<file path="src/rtl/hfd_pkg.sv">
// Shared types, constants and functions for the LED frame deframer.
// No dependencies.
package hfd_pkg;

    localparam int PIX_DEFAULT = 32;
    localparam int PIX_MAX     = 64;
    localparam int ADDR_MAX_W  = 6;      // word address width at PIX_MAX
    localparam int HDR_LEN     = 15;
    localparam int CNT_W       = 11;
    localparam logic [CNT_W-1:0] CNT_MAX = 11'd2047;

    // Write request into the pixel staging RAM: one byte lane of one pixel word.
    typedef struct packed {
        logic                  en;
        logic [ADDR_MAX_W-1:0] addr;
        logic [1:0]            lane;
        logic [7:0]            data;
    } stage_wr_t;

    // Header text, one byte per position.
    function automatic logic [7:0] hdr_char(input logic [3:0] pos);
        logic [7:0] c;
        case (pos)
            4'd0:    c = 8'h6d;
            4'd1:    c = 8'h75;
            4'd2:    c = 8'h6c;
            4'd3:    c = 8'h74;
            4'd4:    c = 8'h69;
            4'd5:    c = 8'h76;
            4'd6:    c = 8'h65;
            4'd7:    c = 8'h72;
            4'd8:    c = 8'h73;
            4'd9:    c = 8'h65;
            4'd10:   c = 8'h3a;
            4'd11:   c = 8'h64;
            4'd12:   c = 8'h61;
            4'd13:   c = 8'h74;
            4'd14:   c = 8'h61;
            default: c = 8'h00;
        endcase
        return c;
    endfunction

    // br * 31 / 255 via reciprocal: x/255 == (x + (x >> 8) + 1) >> 8 for x < 65535.
    function automatic logic [4:0] br_scale(input logic [7:0] br);
        logic [12:0] prod;
        logic [15:0] sum;
        prod = 13'(br) * 13'd31;
        sum  = 16'(prod) + 16'(prod >> 8) + 16'd1;
        return sum[12:8];
    endfunction

    // Nonzero and a whole number of pixels.
    function automatic logic frame_ok(input logic [CNT_W-1:0] len);
        return (len != '0) && (len[1:0] == 2'b00);
    endfunction

endpackage

</file>
<file path="src/rtl/hfd_stage_ram.sv">
// Pixel staging RAM: one 4-byte word per pixel, byte-lane writes, registered read.
// Depends on hfd_pkg.
module hfd_stage_ram
    import hfd_pkg::*;
#(
    parameter  int PIXELS = PIX_DEFAULT,
    localparam int IDX_W  = (PIXELS > 1) ? $clog2(PIXELS) : 1
)
(
    input  logic                 clk,
    input  stage_wr_t            wr,
    input  logic                 rd_en,
    input  logic [IDX_W-1:0]     rd_addr,
    output logic [3:0][7:0]      rd_data
);

    logic [3:0][7:0] mem [PIXELS];

    always_ff @(posedge clk)
    begin
        if (wr.en)
        begin
            mem[wr.addr[IDX_W-1:0]][wr.lane] <= wr.data;
        end
    end

    always_ff @(posedge clk)
    begin
        if (rd_en)
        begin
            rd_data <= mem[rd_addr];
        end
    end

endmodule

</file>
<file path="src/rtl/header_framed_led_frame_deframer_core.sv">
// Readout: a committing byte starts readout of the staged frame; each pixel takes a RAM read,
//   then a load of the output register, PIXELS pixels per commit.
// Throughput: one byte per cycle between commits; input stalls while the committed frame is
//   read out, longer if the output side stalls. The alternating RAM read and output load set this.
// Reset: async active low; hunting, header match and payload count cleared, RAM not cleared.
module header_framed_led_frame_deframer_core
    import hfd_pkg::*;
#(
    parameter int PIXELS = PIX_DEFAULT
)
(
    input  logic       clk,
    input  logic       rst_n,
    // byte input channel
    input  logic       in_valid,
    output logic       in_stall,
    input  logic [7:0] data_byte,
    input  logic       chunk_end,
    // pixel output channel
    output logic       out_valid,
    input  logic       out_stall,
    output logic [4:0] pixel_index,
    output logic [7:0] blue,
    output logic [7:0] green,
    output logic [7:0] red,
    output logic [4:0] brightness,
    output logic       last_pixel
);

    localparam int IDX_W       = (PIXELS > 1) ? $clog2(PIXELS) : 1;
    localparam int NPIX_W      = $clog2(PIXELS + 1);
    localparam int EXT_W       = (IDX_W > 5) ? IDX_W : 5;
    localparam int STAGE_BYTES = PIXELS * 4;

    typedef enum logic [1:0] {
        ST_IDLE,   // taking bytes
        ST_RD,     // RAM read of pixel idx in flight
        ST_LD      // RAM data ready, load output register
    } state_t;

    state_t             state_reg, state_next;
    logic [3:0]         hmc_reg, hmc_next;          // header bytes matched
    logic               in_frame_reg, in_frame_next;
    logic [CNT_W-1:0]   pc_reg, pc_next;            // payload bytes since header
    logic [IDX_W-1:0]   idx_reg, idx_next;          // pixel being read out
    logic [NPIX_W-1:0]  npix_reg, npix_next;        // received pixels in committed frame

    logic               out_valid_reg, out_valid_next;
    logic [4:0]         pixel_index_reg, pixel_index_next;
    logic [7:0]         blue_reg, blue_next;
    logic [7:0]         green_reg, green_next;
    logic [7:0]         red_reg, red_next;
    logic [4:0]         brightness_reg, brightness_next;
    logic               last_pixel_reg, last_pixel_next;

    // Per-byte step results
    logic [3:0]         m0, m1;
    logic               completed;
    logic [CNT_W-1:0]   len_hdr, pc_upd, emit_len;
    logic               if_upd, fire_hdr, fire_end, drop, fire;
    logic [3:0]         hmc_step;
    logic               if_step;
    logic [CNT_W-1:0]   pc_step;
    logic [8:0]         quads;
    logic [NPIX_W-1:0]  npix_emit;

    // RAM ports
    stage_wr_t          wr;
    logic               rd_en;
    logic [3:0][7:0]    rd_data;

    logic               take;
    logic               pix_live;
    logic [EXT_W-1:0]   idx_ext;
    logic               idx_last;

    assign take     = in_valid && (state_reg == ST_IDLE);
    assign in_stall = (state_reg != ST_IDLE);

    // Header hunt and payload bookkeeping for the byte on the input.
    always_comb
    begin
        m0 = (hmc_reg >= 4'(HDR_LEN)) ? 4'd0 : hmc_reg;
        if (data_byte == hdr_char(m0))
        begin
            m1 = m0 + 4'd1;
        end
        else
        begin
            // first header byte appears nowhere else, so restart at 0 or 1
            m1 = (data_byte == hdr_char(4'd0)) ? 4'd1 : 4'd0;
        end
        completed = (m1 == 4'(HDR_LEN));

        // the header's first 14 bytes were counted as payload; take them back
        len_hdr  = (pc_reg >= CNT_W'(HDR_LEN - 1)) ? pc_reg - CNT_W'(HDR_LEN - 1) : '0;
        fire_hdr = completed && in_frame_reg && frame_ok(len_hdr);

        if (completed)
        begin
            pc_upd = '0;
        end
        else if (in_frame_reg && (pc_reg < CNT_MAX))
        begin
            pc_upd = pc_reg + CNT_W'(1);
        end
        else
        begin
            pc_upd = pc_reg;
        end
        if_upd = completed || in_frame_reg;

        fire_end = chunk_end && if_upd && !fire_hdr && frame_ok(pc_upd);
        drop     = chunk_end && if_upd && !fire_hdr && !frame_ok(pc_upd)
                   && (pc_upd > CNT_W'(HDR_LEN));
        fire     = fire_hdr || fire_end;
        emit_len = fire_hdr ? len_hdr : pc_upd;

        hmc_step = (fire_end || completed) ? 4'd0 : m1;
        if_step  = (fire_end || drop) ? 1'b0 : if_upd;
        pc_step  = (fire_end || drop) ? '0 : pc_upd;

        // pixel count, capped at PIXELS
        quads     = emit_len[CNT_W-1:2];
        npix_emit = (quads > 9'(PIXELS)) ? NPIX_W'(PIXELS) : NPIX_W'(quads);

        // stage payload bytes up to the cap
        wr.en   = take && !completed && in_frame_reg && (pc_reg < CNT_W'(STAGE_BYTES));
        wr.addr = ADDR_MAX_W'(pc_reg >> 2);
        wr.lane = pc_reg[1:0];
        wr.data = data_byte;
    end

    hfd_stage_ram #(
        .PIXELS (PIXELS)
    ) u_stage_ram (
        .clk     (clk),
        .wr      (wr),
        .rd_en   (rd_en),
        .rd_addr (idx_reg),
        .rd_data (rd_data)
    );

    assign idx_ext  = EXT_W'(idx_reg);
    assign idx_last = (idx_reg == IDX_W'(PIXELS - 1));
    assign pix_live = (NPIX_W'(idx_reg) < npix_reg);

    // Sequencer: byte intake, then readout of the committed frame.
    always_comb
    begin
        state_next       = state_reg;
        hmc_next         = hmc_reg;
        in_frame_next    = in_frame_reg;
        pc_next          = pc_reg;
        idx_next         = idx_reg;
        npix_next        = npix_reg;
        rd_en            = 1'b0;
        out_valid_next   = out_valid_reg && out_stall;
        pixel_index_next = pixel_index_reg;
        blue_next        = blue_reg;
        green_next       = green_reg;
        red_next         = red_reg;
        brightness_next  = brightness_reg;
        last_pixel_next  = last_pixel_reg;

        unique case (state_reg)
            ST_IDLE:
            begin
                if (take)
                begin
                    hmc_next      = hmc_step;
                    in_frame_next = if_step;
                    pc_next       = pc_step;
                    if (fire)
                    begin
                        idx_next   = '0;
                        npix_next  = npix_emit;
                        state_next = ST_RD;
                    end
                end
            end
            ST_RD:
            begin
                rd_en      = 1'b1;
                state_next = ST_LD;
            end
            ST_LD:
            begin
                if (!out_valid_reg || !out_stall)
                begin
                    out_valid_next   = 1'b1;
                    pixel_index_next = idx_ext[4:0];
                    blue_next        = pix_live ? rd_data[0] : 8'd0;
                    green_next       = pix_live ? rd_data[1] : 8'd0;
                    red_next         = pix_live ? rd_data[2] : 8'd0;
                    brightness_next  = pix_live ? br_scale(rd_data[3]) : 5'd0;
                    last_pixel_next  = idx_last;
                    if (idx_last)
                    begin
                        state_next = ST_IDLE;
                    end
                    else
                    begin
                        idx_next   = idx_reg + IDX_W'(1);
                        state_next = ST_RD;
                    end
                end
            end
            default:
            begin
                state_next = ST_IDLE;
            end
        endcase
    end

    // Control state
    always_ff @(posedge clk or negedge rst_n)
    begin
        if (!rst_n)
        begin
            state_reg     <= ST_IDLE;
            hmc_reg       <= '0;
            in_frame_reg  <= 1'b0;
            pc_reg        <= '0;
            out_valid_reg <= 1'b0;
        end
        else
        begin
            state_reg     <= state_next;
            hmc_reg       <= hmc_next;
            in_frame_reg  <= in_frame_next;
            pc_reg        <= pc_next;
            out_valid_reg <= out_valid_next;
        end
    end

    // Readout counters and output payload
    always_ff @(posedge clk)
    begin
        idx_reg         <= idx_next;
        npix_reg        <= npix_next;
        pixel_index_reg <= pixel_index_next;
        blue_reg        <= blue_next;
        green_reg       <= green_next;
        red_reg         <= red_next;
        brightness_reg  <= brightness_next;
        last_pixel_reg  <= last_pixel_next;
    end

    assign out_valid   = out_valid_reg;
    assign pixel_index = pixel_index_reg;
    assign blue        = blue_reg;
    assign green       = green_reg;
    assign red         = red_reg;
    assign brightness  = brightness_reg;
    assign last_pixel  = last_pixel_reg;

endmodule

</file>
<file path="config.mk">
export PLATFORM = sky130hd
export DESIGN_NAME = header_framed_led_frame_deframer_core
export DESIGN_NICKNAME = d
export VERILOG_FILES = /design/src/rtl/hfd_pkg.sv /design/src/rtl/hfd_stage_ram.sv /design/src/rtl/header_framed_led_frame_deframer_core.sv
export SDC_FILE = /design/constraint.sdc
export NUM_CORES = 1
export LEC_CHECK = 0
export BUFFER_PORTS_ARGS = -buffer_cell sky130_fd_sc_hd__buf_2
export CORE_MARGIN = 2
export CORE_UTILIZATION = 63
export CTS_CLUSTER_DIAMETER = 120
export DETAILED_ROUTE_END_ITERATION = 16
export MAX_ROUTING_LAYER = met4
export PLACE_DENSITY = 0.79
export SYNTH_ARGS = -nofsm -noshare
export SYNTH_HDL_FRONTEND = slang
export SYNTH_SLANG_ARGS = --single-unit
</file>
<file path="constraint.sdc">
create_clock -name clk -period 6.8 [get_ports clk]
set_clock_uncertainty 0.15 [all_clocks]
set_input_delay 0.34 -clock clk [delete_from_list [all_inputs] [get_ports clk]]
set_output_delay 0.34 -clock clk [all_outputs]
set_load 0.1 [all_outputs]
</file>
# After elaboration in Yosys (flattened, before gate mapping)

Memory sizes are Yosys's and may differ from the RTL's. A register that Yosys moved wholly into a read port is not among the register bits.
Index checks and enable logic that the tools add are counted.

Latch bits: 0
Output and inout port bits: 37
Memories: 2
ROM bits: 112
Word-level logic and storage cells: 106
RAM bits: 1024
Register bits: 65

Memory list:

| name             | depth | bits a word | rd ports | clocked after Yosys merged registers in | write ports | line                | text |
|---|---|---|---|---|---|---|---|
| u_stage_ram.mem  | 32    | 32          | 1        | 1                                       | 1           | hfd_stage_ram.sv:17 | `logic [3:0][7:0] mem [PIXELS];` |
| (name not given) | 16    | 7           | 1        | 0                                       | 0           | hfd_pkg.sv:23       | `case (pos)` |

Reductions and logical operators: 38
Add/subtract/negate cells: 6
Bitwise gates (word level): 0
Multipliers: 1
Muxes and demuxes: 27
Div/mod/pow operators: 0
Order comparisons: 9
Shift operators: 0
Equal/unequal tests: 10

Operators by type and width:

| operator                                                           | number |
|---|---|
| 2-to-1 mux 11 bit                                                  | 5 |
| 2-to-1 mux 32 bit                                                  | 1 |
| nonzero test 11 bit                                                | 2 |
| 2-to-1 mux 5 bit                                                   | 4 |
| demux 8 bit (select 2 bit)                                         | 1 |
| logical AND 1 bit                                                  | 16 |
| adder 13 x 1 -> 13 bit, second input constant                      | 1 |
| adder 13 x 5 -> 13 bit                                             | 1 |
| multiplier 8 x 5 -> 13 bit, second input constant                  | 1 |
| 2-to-1 mux 4 bit                                                   | 3 |
| adder 11 x 1 -> 11 bit, second input constant                      | 1 |
| greater-or-equal comparator 11 x 4 -> 1 bit, second input constant | 1 |
| > comparator 11 x 4 -> 1 bit, second input constant                | 1 |
| < comparator 11 bit, second input constant                         | 1 |
| < comparator 11 x 8 -> 1 bit, second input constant                | 1 |
| subtractor 11 x 4 -> 11 bit, second input constant                 | 1 |
| case mux 5 bit (2 select lines)                                    | 1 |
| > comparator 9 x 6 -> 1 bit, second input constant                 | 1 |
| == test 8 x 7 -> 1 bit, second input constant                      | 1 |
| == test 8 bit                                                      | 1 |
| 2-to-1 mux 8 bit                                                   | 1 |
| != test 2 bit, second input constant                               | 4 |
| 2-to-1 mux 1 bit                                                   | 7 |
| zero test 2 bit                                                    | 3 |
| other kinds (18)                                                   | 31 |

# Logic depth before layout (Yosys ltp)

An unclocked memory read counts as a cell.

Word-level depth: 15
Depth in mapped cells: 23

# Hierarchy

Synthesis repeated with hierarchy kept, for this count alone.

Cell total of the unflattened synthesis: 2921
Area, all modules: 46475.8 um2

By module, submodules not included:

| module                                | seq. area each (um2) | area an instance (um2) | times used | cells an instance |
|---|---|---|---|---|
| hfd_stage_ram                         | 31710.4              | 41369.7                | 1          | 2407 |
| header_framed_led_frame_deframer_core | 1856.8               | 5106.1                 | 1          | 514 |

# Least setup slack after synthesis

No wires, ideal clock.

Path type: reg2reg
Start point: reg u_stage_ram.rd_data[24] (netlist bit), read port of u_stage_ram.mem
End point: reg brightness_reg[4], in the netlist brightness[4] (data pin)
Clock period less this slack: 5300 ps
Arrival: 4881 ps
Stages on the path, launching flop included: 23
Library setup time: 269 ps
Setup slack: 1500 ps
Cells stage by stage: edfxtp_1 -> fa_1 -> fa_1 -> inv_1 -> fa_1 -> inv_1 -> ha_1 -> nor2b_1 -> o21a_1 -> o21a_1 -> o21ai_0 -> a21o_1 -> xnor2_1 -> inv_1 -> ha_1 -> o21a_1 -> o21a_1 -> o21a_1 -> nor2_1 -> a211oi_1 -> and3_1 -> and4_1 -> nor3_1

Longest elaborated chain between the ends: 3

RTL lines:

| item                       | line                                         | text |
|---|---|---|
| start: declaration         | hfd_stage_ram.sv:14                          | `output logic [3:0][7:0] rd_data` |
| multiplier 8 x 5 -> 13 bit | hfd_pkg.sv:48                                | `prod = 13'(br) * 13'd31;` |
| adder 13 x 5 -> 13 bit     | hfd_pkg.sv:49                                | `sum = 16'(prod) + 16'(prod >> 8) + 16'd1;` |
| adder 13 x 1 -> 13 bit     | hfd_pkg.sv:49                                |  |
| end signal: assignment     | header_framed_led_frame_deframer_core.sv:246 | `brightness_reg <= brightness_next;` |
| end: declaration           | header_framed_led_frame_deframer_core.sv:53  | `logic [4:0] brightness_reg, brightness_next;` |

No other way between the ends.
A chain may end at the register's enable or synchronous reset.

# Worst setup path in the final report

Start point: reg u_stage_ram.rd_data[24] (netlist bit), read port of u_stage_ram.mem
End point: reg brightness_reg[3], in the netlist brightness[3] (data pin)

The elaborated chain is that of the path after synthesis.

==> flow_metrics.tcl <==
set metrics [dict create \
    antenna_left 0 \
    utilization_pct 70.10 \
    n_antenna_cell 0 \
    ctsRootBufferMaster "clkbuf_16" \
    syn_nets 2799 \
    placed_area_um2 47240 \
    grt_pass1_vias 25631 \
    fp.dieH_um 274.3 \
    drc 0 \
    synth_top_family_by_area "multiplexers" \
    cp_max_fo 4 \
    avgRoutedWirePerCell_um 28.40 \
    vias 25575 \
    post-route-min-period_ns 5.924 \
    fmax_ghz 0.1688 \
    grt_usage_pct 30.24 \
    antenna_found_initial 1 \
    slew_headroom_pct 16.47 \
    viasPerCell 6.690 \
    clock_latency_ns 0.69 \
    required_ns 7.18 \
    cts_buffers 107 \
    max-cap-violations 0 \
    reg2reg_to "brightness[3]" \
    grt_max_degree 129 \
    initial_core_util_pct 63.31 \
    synthTopCellsByArea "edfxtp_1, mux4_2, mux2i_1" \
    cts_sinks 1121 \
    final_cell_area_um2 50970 \
    synthSimpleGateAreaFrac_pct 4.816 \
    synth_xor_area_share_pct 0.3044 \
    post_cts_buffers 0 \
    grt_pass1_wl_um 161300 \
    maxSlewViolCount 0 \
    tightest_slew_ns 1.253 \
    cts_tree "done" \
    r2r_start "u_stage_ram.rd_data[24]" \
    cts_resized 0 \
    cts.clk_slew.worst_paths_ns 0.06 \
    synth_edf_count 1102 \
    largest_reg_flops 1024 \
    synthMuxAreaShare_pct 12.14 \
    final-setup-viol-count 0 \
    final_layout_size_suffix_gt1_share_pct 16.24 \
    ys_ff_latch 1121 \
    rrSetupSlack_ns 0.88 \
    rsz0062_at_grt "false" \
    dp_hpwl_um 64210 \
    yosys.area.top_type "edfxtp_1" \
    async_flop_share_pct 1.695 \
    synth_compound_area_share_pct 6.178 \
    p_leak_uw 0.01694 \
    power.density_nw_per_um2 285.4 \
    cts.htree.levels 3 \
    synth_flop_cell "edfxtp_1" \
    avgSynthCellArea_um2 16.86 \
    finalWirelength_um 108600 \
    crit_arrival_ns 6.30 \
    fin_nets 2842 \
    hold_viol 0 \
    yosysWarnings 0 \
    io_pins 50 \
    clockBufferDepth 3 \
    dieArea_um2 75250 \
    syn_to_final_growth_pct 10.71 \
    ir_drop_uv 211.5 \
    coreArea_um2 72710 \
    status "completed" \
    finalCritPeriodShare_pct 87.12 \
    syn_inst 2731 \
    rows 99 \
    portBuffers 49 \
    reg2reg_depth 22 \
    hold_path_class "in -> async" \
    seq_area_frac_synth_pct 72.91 \
    synthAdderAreaFrac_pct 1.772 \
    start_kind "flip-flop" \
    critPathKind "reg -> reg" \
    p_total_uw 14550 \
    netlist_area_um2 46040 \
    overflow 0 \
    first_iter_violations 3498 \
    die_x_um 274.3 \
    end_kind "flip-flop" \
    nFillCells 4330 \
    dr.pass1.iters 5 \
    cts_hold_buf 3 \
    ys_types 67 \
    tns_ns 0 \
    netlist.area_leader.share_pct 71.88 \
    place.gp.congestion 0.8802 \
]
==> final cells by class <==
cell class / count / area, um2 / area share [%]
clock inverters: 62 / 749.5 / 1.470
multi-input cells: 1395 / 11620 / 22.81
repair buffers: 89 / 648.1 / 1.272
well taps: 959 / 1200 / 2.354
inverters: 60 / 225.2 / 0.4419
clock buffers: 137 / 2953 / 5.794
flip-flops and latches: 1121 / 33570 / 65.86
==> worst max-delay path by stage <==
stage | from | end | slack (ns)
2_1_floorplan | u_stage_ram.rd_data[24] | brightness[4] | 1.50
3_5_place_dp | u_stage_ram.rd_data[24] | brightness[3] | 0.93
4_1_cts | u_stage_ram.rd_data[24] | brightness[3] | 0.90
5_1_grt | u_stage_ram.rd_data[24] | brightness[3] | 0.46
6_report | u_stage_ram.rd_data[24] | brightness[3] | 0.88
3_3_place_gp | u_stage_ram.rd_data[24] | brightness[4] | 1.17
==> critical path, stage by stage, from the launching register on <==
cell,delay [ns]
edfxtp_1,0.47
fa_1,0.56
fa_1,0.56
inv_1,0.10
fa_1,0.51
inv_1,0.04
ha_1,0.32
nor2b_1,0.14
o21a_1,0.18
o21a_1,0.20
o21ai_0,0.25
a21o_1,0.19
xnor2_1,0.19
inv_1,0.16
ha_1,0.30
o21a_1,0.12
o21a_1,0.11
o21a_1,0.12
nor2_1,0.04
a211oi_1,0.33
nand3_1,0.18
or3_1,0.34
a21oi_1,0.19
==> power by group <==
part | switching, uW | internal (uW) | leakage, uW
sequential | 51.9 | 7610 | 0.0102
combinational | 500 | 221 | 0.00497
clock | 2550 | 3610 | 0.00180
total | 3110 | 11400 | 0.0169
==> synth_stat cells (4+ instances only) <==
| library cell | n |
|---|---|
| nor2_1 | 160 |
| buf_2 | 41 |
| o22ai_1 | 37 |
| mux4_2 | 128 |
| nor3_1 | 15 |
| o21a_1 | 5 |
| nor3b_1 | 6 |
| o31ai_1 | 7 |
| mux2_2 | 65 |
| inv_1 | 60 |
| nand3_1 | 15 |
| nand2b_1 | 4 |
| nor2b_1 | 32 |
| ha_1 | 38 |
| and4_1 | 6 |
| buf_1 | 27 |
| fa_1 | 17 |
| and3_1 | 7 |
| dfrtp_1 | 19 |
| mux2i_1 | 197 |
| edfxtp_1 | 1102 |
| xor2_1 | 8 |
| xnor2_1 | 8 |
| nand4_1 | 8 |
| nor4_1 | 6 |
| nand2_1 | 199 |
| clkbuf_1 | 85 |
| and2_1 | 7 |
| a21oi_1 | 123 |
| a211oi_1 | 10 |
| or3_1 | 8 |
| o21ai_0 | 117 |
| a31oi_1 | 13 |
| o221ai_1 | 97 |
==> per-layer routing <==
layer  vias up  GRT usage (%)  wire [um]
met1     12880          39.56      41090
met2      1537          47.26      52480
met4         0          12.94       4838
li1      10878              -          -
met3       280          5.543      10170
met5         -              -          0
==> per-stage QoR <==
step / instances / hold WS, ns / worst slack, ns
after floorplan: 2731 / -0.1056 / 1.500
after global routing: 3823 / 0.04507 / 0.4631
after global placement: 3621 / 0.1979 / 1.172
final: 3823 / 0.02597 / 0.8756
after detailed placement: 3621 / 0.2111 / 0.9315
after CTS: 3823 / 0.01857 / 0.8982
==> placed cells by master (no fill, tap or decap), types with 6 or more instances in the layout <==
cell type / instances
clkbuf_8: 12
a21oi_1: 123
mux2_2: 65
clkinv_2: 19
nor3_1: 15
mux4_2: 128
clkbuf_1: 16
edfxtp_1: 1102
or3_1: 8
nand2_1: 198
bufinv_16: 14
o22ai_1: 37
and3_1: 7
o21ai_0: 117
nor2_1: 159
nor4_1: 6
nor3b_1: 6
dfrtp_1: 19
mux2i_1: 197
o221ai_1: 97
a211oi_1: 10
buf_12: 6
nor2b_1: 31
o31ai_1: 7
nand3_1: 15
buf_4: 39
clkinv_1: 15
ha_1: 38
xor2_1: 8
clkbuf_16: 109
and2_1: 6
inv_1: 60
buf_2: 41
nand4_1: 8
and4_1: 6
fa_1: 17
a31oi_1: 13
xnor2_1: 8
clkinvlp_4: 7
==> cell families (layout without fill, tap and decap cells) <==
logic type,count (synthesis),in the layout
flip-flops,1121,1121
AND/OR/NAND/NOR,492,492
AO/OA/AOI/OAI,442,442
multiplexers,390,390
buffers and inverters,215,348
adder cells (fa/ha/maj),55,55
XOR/XNOR,16,16
Note: power is estimated with default switching activity, not from simulation.
